===== src/hdl/assert_macros.svh =====
// Assertion helpers included by the top-level RTL file.
`ifndef ASSERT_MACROS_SVH
`define ASSERT_MACROS_SVH

// Property checked at every clock edge outside reset.
`define ASSERT_CLK(label, prop, msg) \
    label: assert property (@(posedge aclk) disable iff (!aresetn) prop) else $error(msg);

// Condition in one cycle implies a condition in the next.
`define ASSERT_NEXT(label, pre, post, msg) \
    label: assert property (@(posedge aclk) disable iff (!aresetn) (pre) |=> (post)) \
        else $error(msg);

`endif


===== src/hdl/ypld_pkg.sv =====
package ypld_pkg;

    localparam int ANGLE_FRACTION_BITS  = 8;
    localparam int VECTOR_FRACTION_BITS = 14;

    localparam int QUARTER_TURN = 90 << ANGLE_FRACTION_BITS;
    localparam int FULL_TURN    = 4 * QUARTER_TURN;

    localparam int Q_BITS    = 30;
    localparam int MAG_W     = Q_BITS + 1;
    localparam int PROD_W    = 2 * MAG_W;
    localparam int MUL_CNT_W = $clog2(MAG_W + 1);

    localparam int YAW_W   = $clog2(FULL_TURN);
    localparam int PITCH_W = 16;
    localparam int TH_W    = YAW_W + 1;
    localparam int R_W     = $clog2(QUARTER_TURN + 1);

    localparam int DIV_STEPS = R_W + Q_BITS;
    localparam int DIV_CNT_W = $clog2(DIV_STEPS + 1);

    localparam int ANGLE_SHIFT = 16 - ANGLE_FRACTION_BITS;
    localparam int STEP_V_W    = 34;
    localparam int STEP_W      = STEP_V_W - ANGLE_SHIFT;
    localparam int SUM_W       = STEP_W + 1;

    localparam int WRAP_SHIFTS = 7;
    localparam int WRAP_W      = YAW_W + WRAP_SHIFTS + 1;
    localparam int WCNT_W      = $clog2(WRAP_SHIFTS + 1);

    localparam int VEC_W     = 16;
    localparam int VEC_SHIFT = 2 * Q_BITS - VECTOR_FRACTION_BITS;

    typedef logic [MAG_W-1:0]         mag_t;
    typedef logic [PROD_W-1:0]        prod_t;
    typedef logic signed [STEP_W-1:0] step_t;
    typedef logic [VEC_W-1:0]         vec_t;
    typedef logic [1:0]               ang_t;

    localparam ang_t ANG_COS_YAW   = 2'd0;
    localparam ang_t ANG_SIN_YAW   = 2'd1;
    localparam ang_t ANG_COS_PITCH = 2'd2;
    localparam ang_t ANG_SIN_PITCH = 2'd3;
    localparam int   ANG_N         = 4;

    localparam logic CFG_SENSITIVITY = 1'b0;
    localparam logic CFG_PITCH_LIMIT = 1'b1;

    localparam logic [15:0] SENS_RESET  = 16'd6554;
    localparam logic [14:0] PLIM_RESET  = 15'd22784;
    localparam vec_t        VEC_ONE     = VEC_W'(1 << VECTOR_FRACTION_BITS);
    localparam mag_t        ONE_Q30     = MAG_W'(1 << Q_BITS);

    // odd polynomial for sin(pi/2 * x), Q30, lowest order first
    localparam mag_t POLY_COEF [4] = '{
        MAG_W'(1686629713), MAG_W'(693598669), MAG_W'(85569306), MAG_W'(5026995)
    };
    localparam mag_t POLY_TOP = MAG_W'(172272);

    localparam logic signed [SUM_W-1:0] WRAP_BIAS = SUM_W'(FULL_TURN << WRAP_SHIFTS);
    localparam logic [PROD_W:0] ROUND_HALF = (PROD_W + 1)'(1) << (VEC_SHIFT - 1);

    function automatic step_t angle_step(input prod_t p, input logic neg);
        logic signed [STEP_V_W-1:0] v;
        v = signed'(STEP_V_W'(p[MAG_W-1:0]));
        if (neg) begin
            v = -v;
        end
        v = v + STEP_V_W'(1 << (ANGLE_SHIFT - 1));
        return v[STEP_V_W-1:ANGLE_SHIFT];
    endfunction

    function automatic logic [WRAP_W-1:0] wrap_modulus(input logic [WCNT_W-1:0] n);
        return WRAP_W'(FULL_TURN) << n;
    endfunction

    function automatic mag_t q30_part(input prod_t p);
        return p[Q_BITS +: MAG_W];
    endfunction

    function automatic vec_t vec_round(input prod_t p, input logic neg);
        logic [PROD_W:0] sum;
        vec_t            mag;
        sum = {1'b0, p} + ROUND_HALF;
        mag = sum[VEC_SHIFT +: VEC_W];
        return neg ? vec_t'(-mag) : mag;
    endfunction

endpackage


===== src/hdl/ypld_mul.sv =====
module ypld_mul import ypld_pkg::*; (
    input  logic  aclk,
    input  logic  aresetn,
    input  logic  start,
    input  mag_t  a,
    input  mag_t  b,
    output logic  done,
    output prod_t product
);

    mag_t                 a_reg, a_next;
    prod_t                prod_reg, prod_next;
    logic [MUL_CNT_W-1:0] cnt_reg, cnt_next;
    logic                 busy_reg, busy_next;
    logic                 done_reg, done_next;
    logic [MAG_W:0]       sum;

    always_comb begin
        sum       = {1'b0, prod_reg[PROD_W-1:MAG_W]} + (prod_reg[0] ? {1'b0, a_reg} : '0);
        a_next    = a_reg;
        prod_next = prod_reg;
        cnt_next  = cnt_reg;
        busy_next = busy_reg;
        done_next = 1'b0;
        if (start) begin
            a_next    = a;
            prod_next = {{MAG_W{1'b0}}, b};
            cnt_next  = MUL_CNT_W'(MAG_W);
            busy_next = 1'b1;
        end else if (busy_reg) begin
            prod_next = {sum, prod_reg[MAG_W-1:1]};
            cnt_next  = cnt_reg - 1'b1;
            if (cnt_reg == MUL_CNT_W'(1)) begin
                busy_next = 1'b0;
                done_next = 1'b1;
            end
        end
    end

    always_ff @(posedge aclk) begin
        if (!aresetn) begin
            cnt_reg  <= '0;
            busy_reg <= 1'b0;
            done_reg <= 1'b0;
        end else begin
            cnt_reg  <= cnt_next;
            busy_reg <= busy_next;
            done_reg <= done_next;
        end
    end

    always_ff @(posedge aclk) begin
        a_reg    <= a_next;
        prod_reg <= prod_next;
    end

    assign done    = done_reg;
    assign product = prod_reg;

endmodule


===== src/hdl/ypld_div.sv =====
module ypld_div import ypld_pkg::*; (
    input  logic           aclk,
    input  logic           aresetn,
    input  logic           start,
    input  logic [R_W-1:0] r,
    output logic           done,
    output mag_t           quotient
);

    logic [R_W-1:0]       rem_reg, rem_next;
    logic [R_W-1:0]       num_reg, num_next;
    mag_t                 quo_reg, quo_next;
    logic [DIV_CNT_W-1:0] cnt_reg, cnt_next;
    logic                 busy_reg, busy_next;
    logic                 done_reg, done_next;
    logic [R_W:0]         trial;
    logic [R_W:0]         diff;
    logic                 fits;

    always_comb begin
        trial     = {rem_reg, num_reg[R_W-1]};
        diff      = trial - (R_W + 1)'(QUARTER_TURN);
        fits      = trial >= (R_W + 1)'(QUARTER_TURN);
        rem_next  = rem_reg;
        num_next  = num_reg;
        quo_next  = quo_reg;
        cnt_next  = cnt_reg;
        busy_next = busy_reg;
        done_next = 1'b0;
        if (start) begin
            rem_next  = '0;
            num_next  = r;
            quo_next  = '0;
            cnt_next  = DIV_CNT_W'(DIV_STEPS);
            busy_next = 1'b1;
        end else if (busy_reg) begin
            rem_next = fits ? diff[R_W-1:0] : trial[R_W-1:0];
            num_next = {num_reg[R_W-2:0], 1'b0};
            quo_next = {quo_reg[MAG_W-2:0], fits};
            cnt_next = cnt_reg - 1'b1;
            if (cnt_reg == DIV_CNT_W'(1)) begin
                busy_next = 1'b0;
                done_next = 1'b1;
            end
        end
    end

    always_ff @(posedge aclk) begin
        if (!aresetn) begin
            cnt_reg  <= '0;
            busy_reg <= 1'b0;
            done_reg <= 1'b0;
        end else begin
            cnt_reg  <= cnt_next;
            busy_reg <= busy_next;
            done_reg <= done_next;
        end
    end

    always_ff @(posedge aclk) begin
        rem_reg <= rem_next;
        num_reg <= num_next;
        quo_reg <= quo_next;
    end

    assign done     = done_reg;
    assign quotient = quo_reg;

endmodule


===== src/hdl/yaw_pitch_look_direction.sv =====
// Free-look camera: each mouse event (button flag in s_tuser, X and Y motion in s_tdata)
// gives one look vector (Q2.14 x, y, z in m_tdata) with m_tuser set when the button was held.
// While the button is held the motion is scaled by the sensitivity, yaw wraps at 360 degrees
// and pitch clamps to the pitch limit; sine and cosine come from a polynomial evaluated on
// one 31-bit shift-add multiplier (28 products per event) and a restoring divider for the
// quarter-turn mapping (four divisions per event). A released event skips the arithmetic
// and returns the stored vector. One event is in work at a time; the finished result waits
// in the output register while the next event is taken. Configuration writes are taken
// every cycle and must only be made while no event is in work.
`include "assert_macros.svh"

module yaw_pitch_look_direction import ypld_pkg::*; (
    input  logic        aclk,
    input  logic        aresetn,
    input  logic        s_tvalid,
    output logic        s_tready,
    input  logic [31:0] s_tdata,   // motion_x, motion_y
    input  logic        s_tuser,   // button_held
    output logic        m_tvalid,
    input  logic        m_tready,
    output logic [47:0] m_tdata,   // look_x, look_y, look_z
    output logic        m_tuser,   // updated
    input  logic        cfg_valid,
    output logic        cfg_ready,
    input  logic        cfg_index,
    input  logic [15:0] cfg_data
);

    typedef enum logic [12:0] {
        ST_IDLE        = 13'b0000000000001,
        ST_STEP_X      = 13'b0000000000010,
        ST_YAW_WRAP    = 13'b0000000000100,
        ST_STEP_Y      = 13'b0000000001000,
        ST_SINE_RED    = 13'b0000000010000,
        ST_SINE_QUAD   = 13'b0000000100000,
        ST_SINE_DIV    = 13'b0000001000000,
        ST_SINE_X2     = 13'b0000010000000,
        ST_SINE_HORNER = 13'b0000100000000,
        ST_SINE_FIN    = 13'b0001000000000,
        ST_PROD_X      = 13'b0010000000000,
        ST_PROD_Z      = 13'b0100000000000,
        ST_OUT         = 13'b1000000000000
    } state_t;

    state_t                    state_reg, state_next;
    logic [15:0]               sens_reg, sens_next;
    logic [14:0]               plim_reg, plim_next;
    logic [YAW_W-1:0]          yaw_reg, yaw_next;
    logic signed [PITCH_W-1:0] pitch_reg, pitch_next;
    vec_t                      look_x_reg, look_x_next;
    vec_t                      look_y_reg, look_y_next;
    vec_t                      look_z_reg, look_z_next;
    logic                      mx_neg_reg, mx_neg_next;
    logic signed [15:0]        my_reg, my_next;
    logic [WRAP_W-1:0]         wrap_reg, wrap_next;
    logic [WCNT_W-1:0]         wcnt_reg, wcnt_next;
    ang_t                      ang_reg, ang_next;
    logic [1:0]                hidx_reg, hidx_next;
    logic [YAW_W-1:0]          th_reg, th_next;
    logic [R_W-1:0]            r_reg, r_next;
    mag_t                      x_reg, x_next;
    mag_t                      x2_reg, x2_next;
    mag_t                      sin_mag_reg [ANG_N];
    mag_t                      sin_mag_next [ANG_N];
    logic [ANG_N-1:0]          sin_neg_reg, sin_neg_next;
    logic                      upd_reg, upd_next;
    logic                      mul_go_reg, mul_go_next;
    mag_t                      op_a_reg, op_a_next;
    mag_t                      op_b_reg, op_b_next;
    logic                      div_go_reg, div_go_next;
    logic                      m_tvalid_reg, m_tvalid_next;
    logic [47:0]               m_tdata_reg, m_tdata_next;
    logic                      m_tuser_reg, m_tuser_next;

    logic                      mul_done;
    prod_t                     mul_prod;
    logic                      div_done;
    mag_t                      div_quo;

    logic [15:0]               mx_mag;
    logic [15:0]               my_mag;
    step_t                     step;
    logic signed [SUM_W-1:0]   asum;
    logic signed [SUM_W-1:0]   lim_s;
    logic [WRAP_W-1:0]         wmod;
    logic [WRAP_W-1:0]         wsub;
    logic signed [TH_W-1:0]    th;
    logic [1:0]                quad;
    logic [YAW_W-1:0]          qoff;
    logic [R_W-1:0]            rq;
    mag_t                      tnew;
    mag_t                      s_val;

    ypld_mul u_mul (
        .aclk    (aclk),
        .aresetn (aresetn),
        .start   (mul_go_reg),
        .a       (op_a_reg),
        .b       (op_b_reg),
        .done    (mul_done),
        .product (mul_prod)
    );

    ypld_div u_div (
        .aclk     (aclk),
        .aresetn  (aresetn),
        .start    (div_go_reg),
        .r        (r_reg),
        .done     (div_done),
        .quotient (div_quo)
    );

    always_comb begin
        state_next    = state_reg;
        sens_next     = sens_reg;
        plim_next     = plim_reg;
        yaw_next      = yaw_reg;
        pitch_next    = pitch_reg;
        look_x_next   = look_x_reg;
        look_y_next   = look_y_reg;
        look_z_next   = look_z_reg;
        mx_neg_next   = mx_neg_reg;
        my_next       = my_reg;
        wrap_next     = wrap_reg;
        wcnt_next     = wcnt_reg;
        ang_next      = ang_reg;
        hidx_next     = hidx_reg;
        th_next       = th_reg;
        r_next        = r_reg;
        x_next        = x_reg;
        x2_next       = x2_reg;
        sin_mag_next  = sin_mag_reg;
        sin_neg_next  = sin_neg_reg;
        upd_next      = upd_reg;
        mul_go_next   = 1'b0;
        op_a_next     = op_a_reg;
        op_b_next     = op_b_reg;
        div_go_next   = 1'b0;
        m_tvalid_next = m_tvalid_reg && !m_tready;
        m_tdata_next  = m_tdata_reg;
        m_tuser_next  = m_tuser_reg;

        mx_mag = s_tdata[15] ? 16'(~s_tdata[15:0] + 16'd1) : s_tdata[15:0];
        my_mag = my_reg[15] ? 16'(~my_reg + 16'sd1) : my_reg;
        step   = angle_step(mul_prod, state_reg == ST_STEP_X ? mx_neg_reg : my_reg[15]);
        lim_s  = signed'(SUM_W'(plim_reg));
        asum   = '0;
        wmod   = wrap_modulus(wcnt_reg);
        wsub   = (wrap_reg >= wmod) ? wrap_reg - wmod : wrap_reg;
        th     = '0;
        quad   = 2'd0;
        qoff   = '0;
        rq     = '0;
        tnew   = POLY_COEF[hidx_reg] - q30_part(mul_prod);
        s_val  = (q30_part(mul_prod) > ONE_Q30) ? ONE_Q30 : q30_part(mul_prod);

        if (cfg_valid) begin
            unique case (cfg_index)
                CFG_SENSITIVITY: sens_next = cfg_data;
                CFG_PITCH_LIMIT: plim_next = cfg_data[14:0];
                default:         sens_next = sens_reg;
            endcase
        end

        unique case (state_reg)
            ST_IDLE: begin
                if (s_tvalid) begin
                    if (s_tuser) begin
                        mx_neg_next = s_tdata[15];
                        my_next     = s_tdata[31:16];
                        op_a_next   = MAG_W'(mx_mag);
                        op_b_next   = MAG_W'(sens_reg);
                        mul_go_next = 1'b1;
                        state_next  = ST_STEP_X;
                    end else begin
                        upd_next   = 1'b0;
                        state_next = ST_OUT;
                    end
                end
            end
            ST_STEP_X: begin
                if (mul_done) begin
                    asum = signed'(SUM_W'(yaw_reg)) + SUM_W'(step);
                    if (asum < 0) begin
                        asum = asum + WRAP_BIAS;
                    end
                    wrap_next  = asum[WRAP_W-1:0];
                    wcnt_next  = WCNT_W'(WRAP_SHIFTS);
                    state_next = ST_YAW_WRAP;
                end
            end
            ST_YAW_WRAP: begin
                wrap_next = wsub;
                wcnt_next = wcnt_reg - 1'b1;
                if (wcnt_reg == '0) begin
                    yaw_next    = wsub[YAW_W-1:0];
                    op_a_next   = MAG_W'(my_mag);
                    op_b_next   = MAG_W'(sens_reg);
                    mul_go_next = 1'b1;
                    state_next  = ST_STEP_Y;
                end
            end
            ST_STEP_Y: begin
                if (mul_done) begin
                    asum = SUM_W'(pitch_reg) + SUM_W'(step);
                    if (asum > lim_s) begin
                        asum = lim_s;
                    end else if (asum < -lim_s) begin
                        asum = -lim_s;
                    end
                    pitch_next = asum[PITCH_W-1:0];
                    ang_next   = ANG_COS_YAW;
                    state_next = ST_SINE_RED;
                end
            end
            ST_SINE_RED: begin
                unique case (ang_reg)
                    ANG_COS_YAW:   th = signed'(TH_W'(yaw_reg)) + TH_W'(QUARTER_TURN);
                    ANG_SIN_YAW:   th = signed'(TH_W'(yaw_reg));
                    ANG_COS_PITCH: th = TH_W'(pitch_reg) + TH_W'(QUARTER_TURN);
                    ANG_SIN_PITCH: th = TH_W'(pitch_reg);
                    default:       th = '0;
                endcase
                if (th < 0) begin
                    th = th + TH_W'(FULL_TURN);
                end else if (th >= TH_W'(FULL_TURN)) begin
                    th = th - TH_W'(FULL_TURN);
                end
                th_next    = th[YAW_W-1:0];
                state_next = ST_SINE_QUAD;
            end
            ST_SINE_QUAD: begin
                priority if (th_reg >= YAW_W'(3 * QUARTER_TURN)) begin
                    quad = 2'd3;
                    qoff = YAW_W'(3 * QUARTER_TURN);
                end else if (th_reg >= YAW_W'(2 * QUARTER_TURN)) begin
                    quad = 2'd2;
                    qoff = YAW_W'(2 * QUARTER_TURN);
                end else if (th_reg >= YAW_W'(QUARTER_TURN)) begin
                    quad = 2'd1;
                    qoff = YAW_W'(QUARTER_TURN);
                end else begin
                    quad = 2'd0;
                    qoff = '0;
                end
                rq                    = R_W'(th_reg - qoff);
                r_next                = quad[0] ? R_W'(QUARTER_TURN) - rq : rq;
                sin_neg_next[ang_reg] = quad[1];
                div_go_next           = 1'b1;
                state_next            = ST_SINE_DIV;
            end
            ST_SINE_DIV: begin
                if (div_done) begin
                    x_next      = div_quo;
                    op_a_next   = div_quo;
                    op_b_next   = div_quo;
                    mul_go_next = 1'b1;
                    state_next  = ST_SINE_X2;
                end
            end
            ST_SINE_X2: begin
                if (mul_done) begin
                    x2_next     = q30_part(mul_prod);
                    op_a_next   = q30_part(mul_prod);
                    op_b_next   = POLY_TOP;
                    hidx_next   = 2'd3;
                    mul_go_next = 1'b1;
                    state_next  = ST_SINE_HORNER;
                end
            end
            ST_SINE_HORNER: begin
                if (mul_done) begin
                    op_b_next   = tnew;
                    mul_go_next = 1'b1;
                    if (hidx_reg == 2'd0) begin
                        op_a_next  = x_reg;
                        state_next = ST_SINE_FIN;
                    end else begin
                        op_a_next = x2_reg;
                        hidx_next = hidx_reg - 2'd1;
                    end
                end
            end
            ST_SINE_FIN: begin
                if (mul_done) begin
                    sin_mag_next[ang_reg] = s_val;
                    if (ang_reg == ANG_SIN_PITCH) begin
                        op_a_next   = sin_mag_reg[ANG_COS_YAW];
                        op_b_next   = sin_mag_reg[ANG_COS_PITCH];
                        mul_go_next = 1'b1;
                        state_next  = ST_PROD_X;
                    end else begin
                        ang_next   = ang_reg + 2'd1;
                        state_next = ST_SINE_RED;
                    end
                end
            end
            ST_PROD_X: begin
                if (mul_done) begin
                    look_x_next = vec_round(mul_prod,
                        sin_neg_reg[ANG_COS_YAW] ^ sin_neg_reg[ANG_COS_PITCH]);
                    look_y_next = vec_round(
                        prod_t'({sin_mag_reg[ANG_SIN_PITCH], {Q_BITS{1'b0}}}),
                        sin_neg_reg[ANG_SIN_PITCH]);
                    op_a_next   = sin_mag_reg[ANG_SIN_YAW];
                    op_b_next   = sin_mag_reg[ANG_COS_PITCH];
                    mul_go_next = 1'b1;
                    state_next  = ST_PROD_Z;
                end
            end
            ST_PROD_Z: begin
                if (mul_done) begin
                    look_z_next = vec_round(mul_prod,
                        sin_neg_reg[ANG_SIN_YAW] ^ sin_neg_reg[ANG_COS_PITCH]);
                    upd_next    = 1'b1;
                    state_next  = ST_OUT;
                end
            end
            ST_OUT: begin
                if (!m_tvalid_reg || m_tready) begin
                    m_tvalid_next = 1'b1;
                    m_tdata_next  = {look_z_reg, look_y_reg, look_x_reg};
                    m_tuser_next  = upd_reg;
                    state_next    = ST_IDLE;
                end
            end
            default: begin
                state_next = ST_IDLE;
            end
        endcase
    end

    always_ff @(posedge aclk) begin
        if (!aresetn) begin
            state_reg    <= ST_IDLE;
            sens_reg     <= SENS_RESET;
            plim_reg     <= PLIM_RESET;
            yaw_reg      <= '0;
            pitch_reg    <= '0;
            look_x_reg   <= VEC_ONE;
            look_y_reg   <= '0;
            look_z_reg   <= '0;
            wcnt_reg     <= '0;
            ang_reg      <= ANG_COS_YAW;
            hidx_reg     <= '0;
            mul_go_reg   <= 1'b0;
            div_go_reg   <= 1'b0;
            m_tvalid_reg <= 1'b0;
        end else begin
            state_reg    <= state_next;
            sens_reg     <= sens_next;
            plim_reg     <= plim_next;
            yaw_reg      <= yaw_next;
            pitch_reg    <= pitch_next;
            look_x_reg   <= look_x_next;
            look_y_reg   <= look_y_next;
            look_z_reg   <= look_z_next;
            wcnt_reg     <= wcnt_next;
            ang_reg      <= ang_next;
            hidx_reg     <= hidx_next;
            mul_go_reg   <= mul_go_next;
            div_go_reg   <= div_go_next;
            m_tvalid_reg <= m_tvalid_next;
        end
    end

    always_ff @(posedge aclk) begin
        mx_neg_reg  <= mx_neg_next;
        my_reg      <= my_next;
        wrap_reg    <= wrap_next;
        th_reg      <= th_next;
        r_reg       <= r_next;
        x_reg       <= x_next;
        x2_reg      <= x2_next;
        sin_mag_reg <= sin_mag_next;
        sin_neg_reg <= sin_neg_next;
        upd_reg     <= upd_next;
        op_a_reg    <= op_a_next;
        op_b_reg    <= op_b_next;
        m_tdata_reg <= m_tdata_next;
        m_tuser_reg <= m_tuser_next;
    end

    assign s_tready  = (state_reg == ST_IDLE);
    assign cfg_ready = 1'b1;
    assign m_tvalid  = m_tvalid_reg;
    assign m_tdata   = m_tdata_reg;
    assign m_tuser   = m_tuser_reg;

    `ASSERT_CLK(a_yaw_wrapped, yaw_reg < YAW_W'(FULL_TURN), "yaw left the full turn")
    `ASSERT_NEXT(a_pitch_clamped, (state_reg == ST_STEP_Y) && mul_done, ($signed(pitch_reg) <= $signed({1'b0, plim_reg})) && ($signed(pitch_reg) >= -$signed({1'b0, plim_reg})), "pitch beyond limit")
    `ASSERT_CLK(a_result_from_out, $rose(m_tvalid_reg) |-> $past(state_reg == ST_OUT), "result loaded outside output state")

endmodule


===== config.mk =====
export PLATFORM = sky130hd
export DESIGN_NAME = yaw_pitch_look_direction
export DESIGN_NICKNAME = d
export VERILOG_FILES = /design/src/hdl/ypld_pkg.sv /design/src/hdl/ypld_mul.sv /design/src/hdl/ypld_div.sv /design/src/hdl/yaw_pitch_look_direction.sv
export VERILOG_INCLUDE_DIRS = /design/src /design/src/hdl
export SDC_FILE = /design/constraint.sdc
export NUM_CORES = 1
export LEC_CHECK = 0
export BUFFER_PORTS_ARGS = -buffer_cell sky130_fd_sc_hd__buf_2
export CORE_ASPECT_RATIO = 1.5
export CORE_MARGIN = 2
export CORE_UTILIZATION = 40
export DETAILED_ROUTE_END_ITERATION = 12
export MAX_ROUTING_LAYER = met4
export SKIP_CTS_REPAIR_TIMING = 1
export SLEW_MARGIN = 30
export SYNTH_ARGS = -nofsm -noshare
export SYNTH_HDL_FRONTEND = slang
export SYNTH_SLANG_ARGS = --single-unit

===== constraint.sdc =====
create_clock -name aclk -period 7.6 [get_ports aclk]
set_input_delay 1.52 -clock aclk [delete_from_list [all_inputs] [get_ports aclk]]
set_output_delay 1.52 -clock aclk [all_outputs]
set_load 0.05 [all_outputs]

==> out/qor.txt <==
Via density -> 5.70
ys flop type -> edfxtp_1
Via Count -> 28.4k
Max Cap Viol -> 0
Final ANT Viol Nets -> 0
Worst Setup SP -> u_mul.product[5]$_DFFE_PP_
Hold Crit Start -> op_a_reg[28]$_SDFFCE_PP0P_
post-route setup slack -> 0.401 ns
initial core utilization -> 0.403
YS warnings -> 0
max FFs per register -> 109
hpwl dp -> 78.3 mm
CTS Sinks -> 665
top cells by count, synth -> 438 x edfxtp_1, 365 x nor2_1, 323 x nand2_1, 255 x a21oi_1, 227 x dfxtp_1
Root Driver -> clkbuf_16
Cells after Synth -> 3,662
largest net degree at the start of global routing -> 62
CTS Buf Count -> 68
Slew @ Worst Pin -> 0.906 ns
LEAKAGE -> 15.6 nW
relative slew slack -> 0.396
initial antenna violation count -> 2
Overflow after GRT -> 0
Achievable Freq -> 0.139 GHz
I/O pin cnt -> 107
WL per Instance -> 21.8 microns
placed cell area -> 0.0389 sq mm
critical path fanouts, max -> 11
vias in the first global route -> 27.7k
CP arrival -> 7.78 ns
Layout area overhead -> 12.6%
final hold vios -> 0
Yosys top cell by area -> edfxtp_1
design area -> 0.0415 sq mm
Iteration-0 DRC Markers -> 2,215
number of flops mapped to enable cells by yosys -> 438
height of the chip -> 376 microns
clk_lat worst skew -> 0.67 ns
1st-pass router iterations -> 8
Hold Path Class -> flip-flop to flip-flop
layer with the highest usage -> met2
layout cells sized above 1 -> 0.122
IO buf count -> 105
endpoints failing setup -> 0
RR Endpoint -> pitch_reg[7]$_SDFFE_PN0P_
clock buffer depth -> 3
CTS tree -> done
Async S/R FF share, synth -> 0
Slew Viols, Final -> 0
Core ar. -> 0.0914 sq mm
Chip Width -> 252 microns
Yosys reg bits -> 665
Startpoint Class -> flip-flop
count leader, synth -> edfxtp_1
Rows -> 136
grt met3 use -> 0.0289
Hold Crit Depth -> 0
Nets -> 4,011
Critical Setup Path Class -> flip-flop to flip-flop
Final period util -> 0.947
WL final -> 109 mm
mapped cell area -> 0.0368 sq mm
H-tree depth -> 3
Crit path max-delay family -> compound AO/OA/AOI/OAI gates
CP required -> 8.18 ns
reg-to-reg startpoint -> u_mul.product[5]$_DFFE_PP_
sequential area share after synthesis -> 0.481
worst path bufs/invs -> 2
pwr dens -> 259 mW/mm^2
syn nets -> 3,916
Yosys cell types -> 85
# fillers -> 8,583
DR DRC count -> 0
syn_area_per_cell -> 10.1 sq um
crit end category -> flip-flop
first-pass GRT wire length -> 164 mm
Max IR drop VDD -> 0.185 mV
total global-route track usage -> 0.233
GP Congestion -> 0.958
CP peak stage delay -> 0.62 ns
clock skew -> 0.0295 ns
Hold Path End -> u_mul.a_reg[28]$_DFFE_PP_
worst hold slack -> 0.414 ns
top cells by area, synth -> edfxtp_1 36%, dfxtp_1 12%, ha_1 6.6%, xnor2_1 4.1%, nor2_1 3.7%
Worst R2R Path Depth -> 28
CP max stage cell -> or4_4
fin crit period -> 7.20 ns
Clock transition at path regs -> 0.07 ns
met1 Resource Use GR -> 0.249
slack of the worst reg-to-reg path -> 0.40 ns
Die ar. -> 0.0945 sq mm
area share of the largest cell type after synthesis -> 0.357
stages on the worst setup path -> 28
outcome -> finished clean
setup slack after placement -> -0.0587 ns
met2 Resource Use GR -> 0.420
placed cells by master (no fill, tap or decap), drive strengths merged, types with 19 or more instances in the layout:
cell type and instances:
dfxtp 227, a222oi 47, edfxtp 438, xnor2 172
nor2 365, nand2b 49, mux2i 70, buf 196
o22ai 23, mux2 71, a211oi 39, a31oi 25
or3 29, o31ai 28, nor2b 41, a22oi 39
a21oi 255, clkbuf 78, ha 194, inv 158
xor2 105, clkinv 27, o21ai 150, nand2 323
o21a 19, nor3 62, and2 79, nor4 33
nand3 94, nand4 24, and3 50, a21o 50
routing by layer:
layer	wire, microns	vias to the layer above
met1	40900	13800
met4	5880	0
met3	4600	272
li1	-	13600
met2	57300	772
met5	0	-
cells by family after synthesis:
kind of cell	after synthesis	share of synthesized area
flops	665	0.481
xor+xnor	277	0.0661
mux	141	0.0408
other cells	1	0.000102
compound gates	827	0.149
buf+inv	321	0.0331
simple gates	1231	0.162
fa+ha+maj	199	0.0687
power by group:
| group | internal [W] | switching [W] |
|---|---|---|
| Sequential | 0.00416 | 0.000339 |
| Combinational | 0.00109 | 0.00162 |
| Clock | 0.00197 | 0.00154 |
| Total | 0.00722 | 0.00351 |
through the flow:
stage,power (W),setup TNS (ns),instances,util
floorplan,0.00637,0,3662,-
global placement,0.00720,0,4847,0.425
finish,0.0107,0,4988,0.454
CTS,0.0107,-0.108,4974,0.451
detailed placement,0.00723,-0.0587,4848,0.426
global route,0.0112,-0.00987,4987,0.454
cell type report:
class,count,area (sq um),area share
Multi-Input combinational cell,2676,18200,0.439
Clock inverter,48,520,0.0126
Inverter,150,566,0.0136
Timing Repair Buffer,196,1240,0.0300
Tap cell,1173,1470,0.0354
Antenna cell,2,5.00,0.000121
Clock buffer,78,1760,0.0424
Sequential cell,665,17700,0.427
how the worst max path moves through the flow:
stage          slack [ns]                          to
3_3_place_gp         0.07   pitch_reg[7]$_SDFFE_PN0P_
6_report             0.40   pitch_reg[7]$_SDFFE_PN0P_
3_5_place_dp        -0.06   pitch_reg[7]$_SDFFE_PN0P_
4_1_cts              -0.1   pitch_reg[7]$_SDFFE_PN0P_
2_1_floorplan        0.07  pitch_reg[12]$_SDFFE_PN0P_
5_1_grt            -0.005  pitch_reg[11]$_SDFFE_PN0P_
Power figures use the tool's default switching activity.
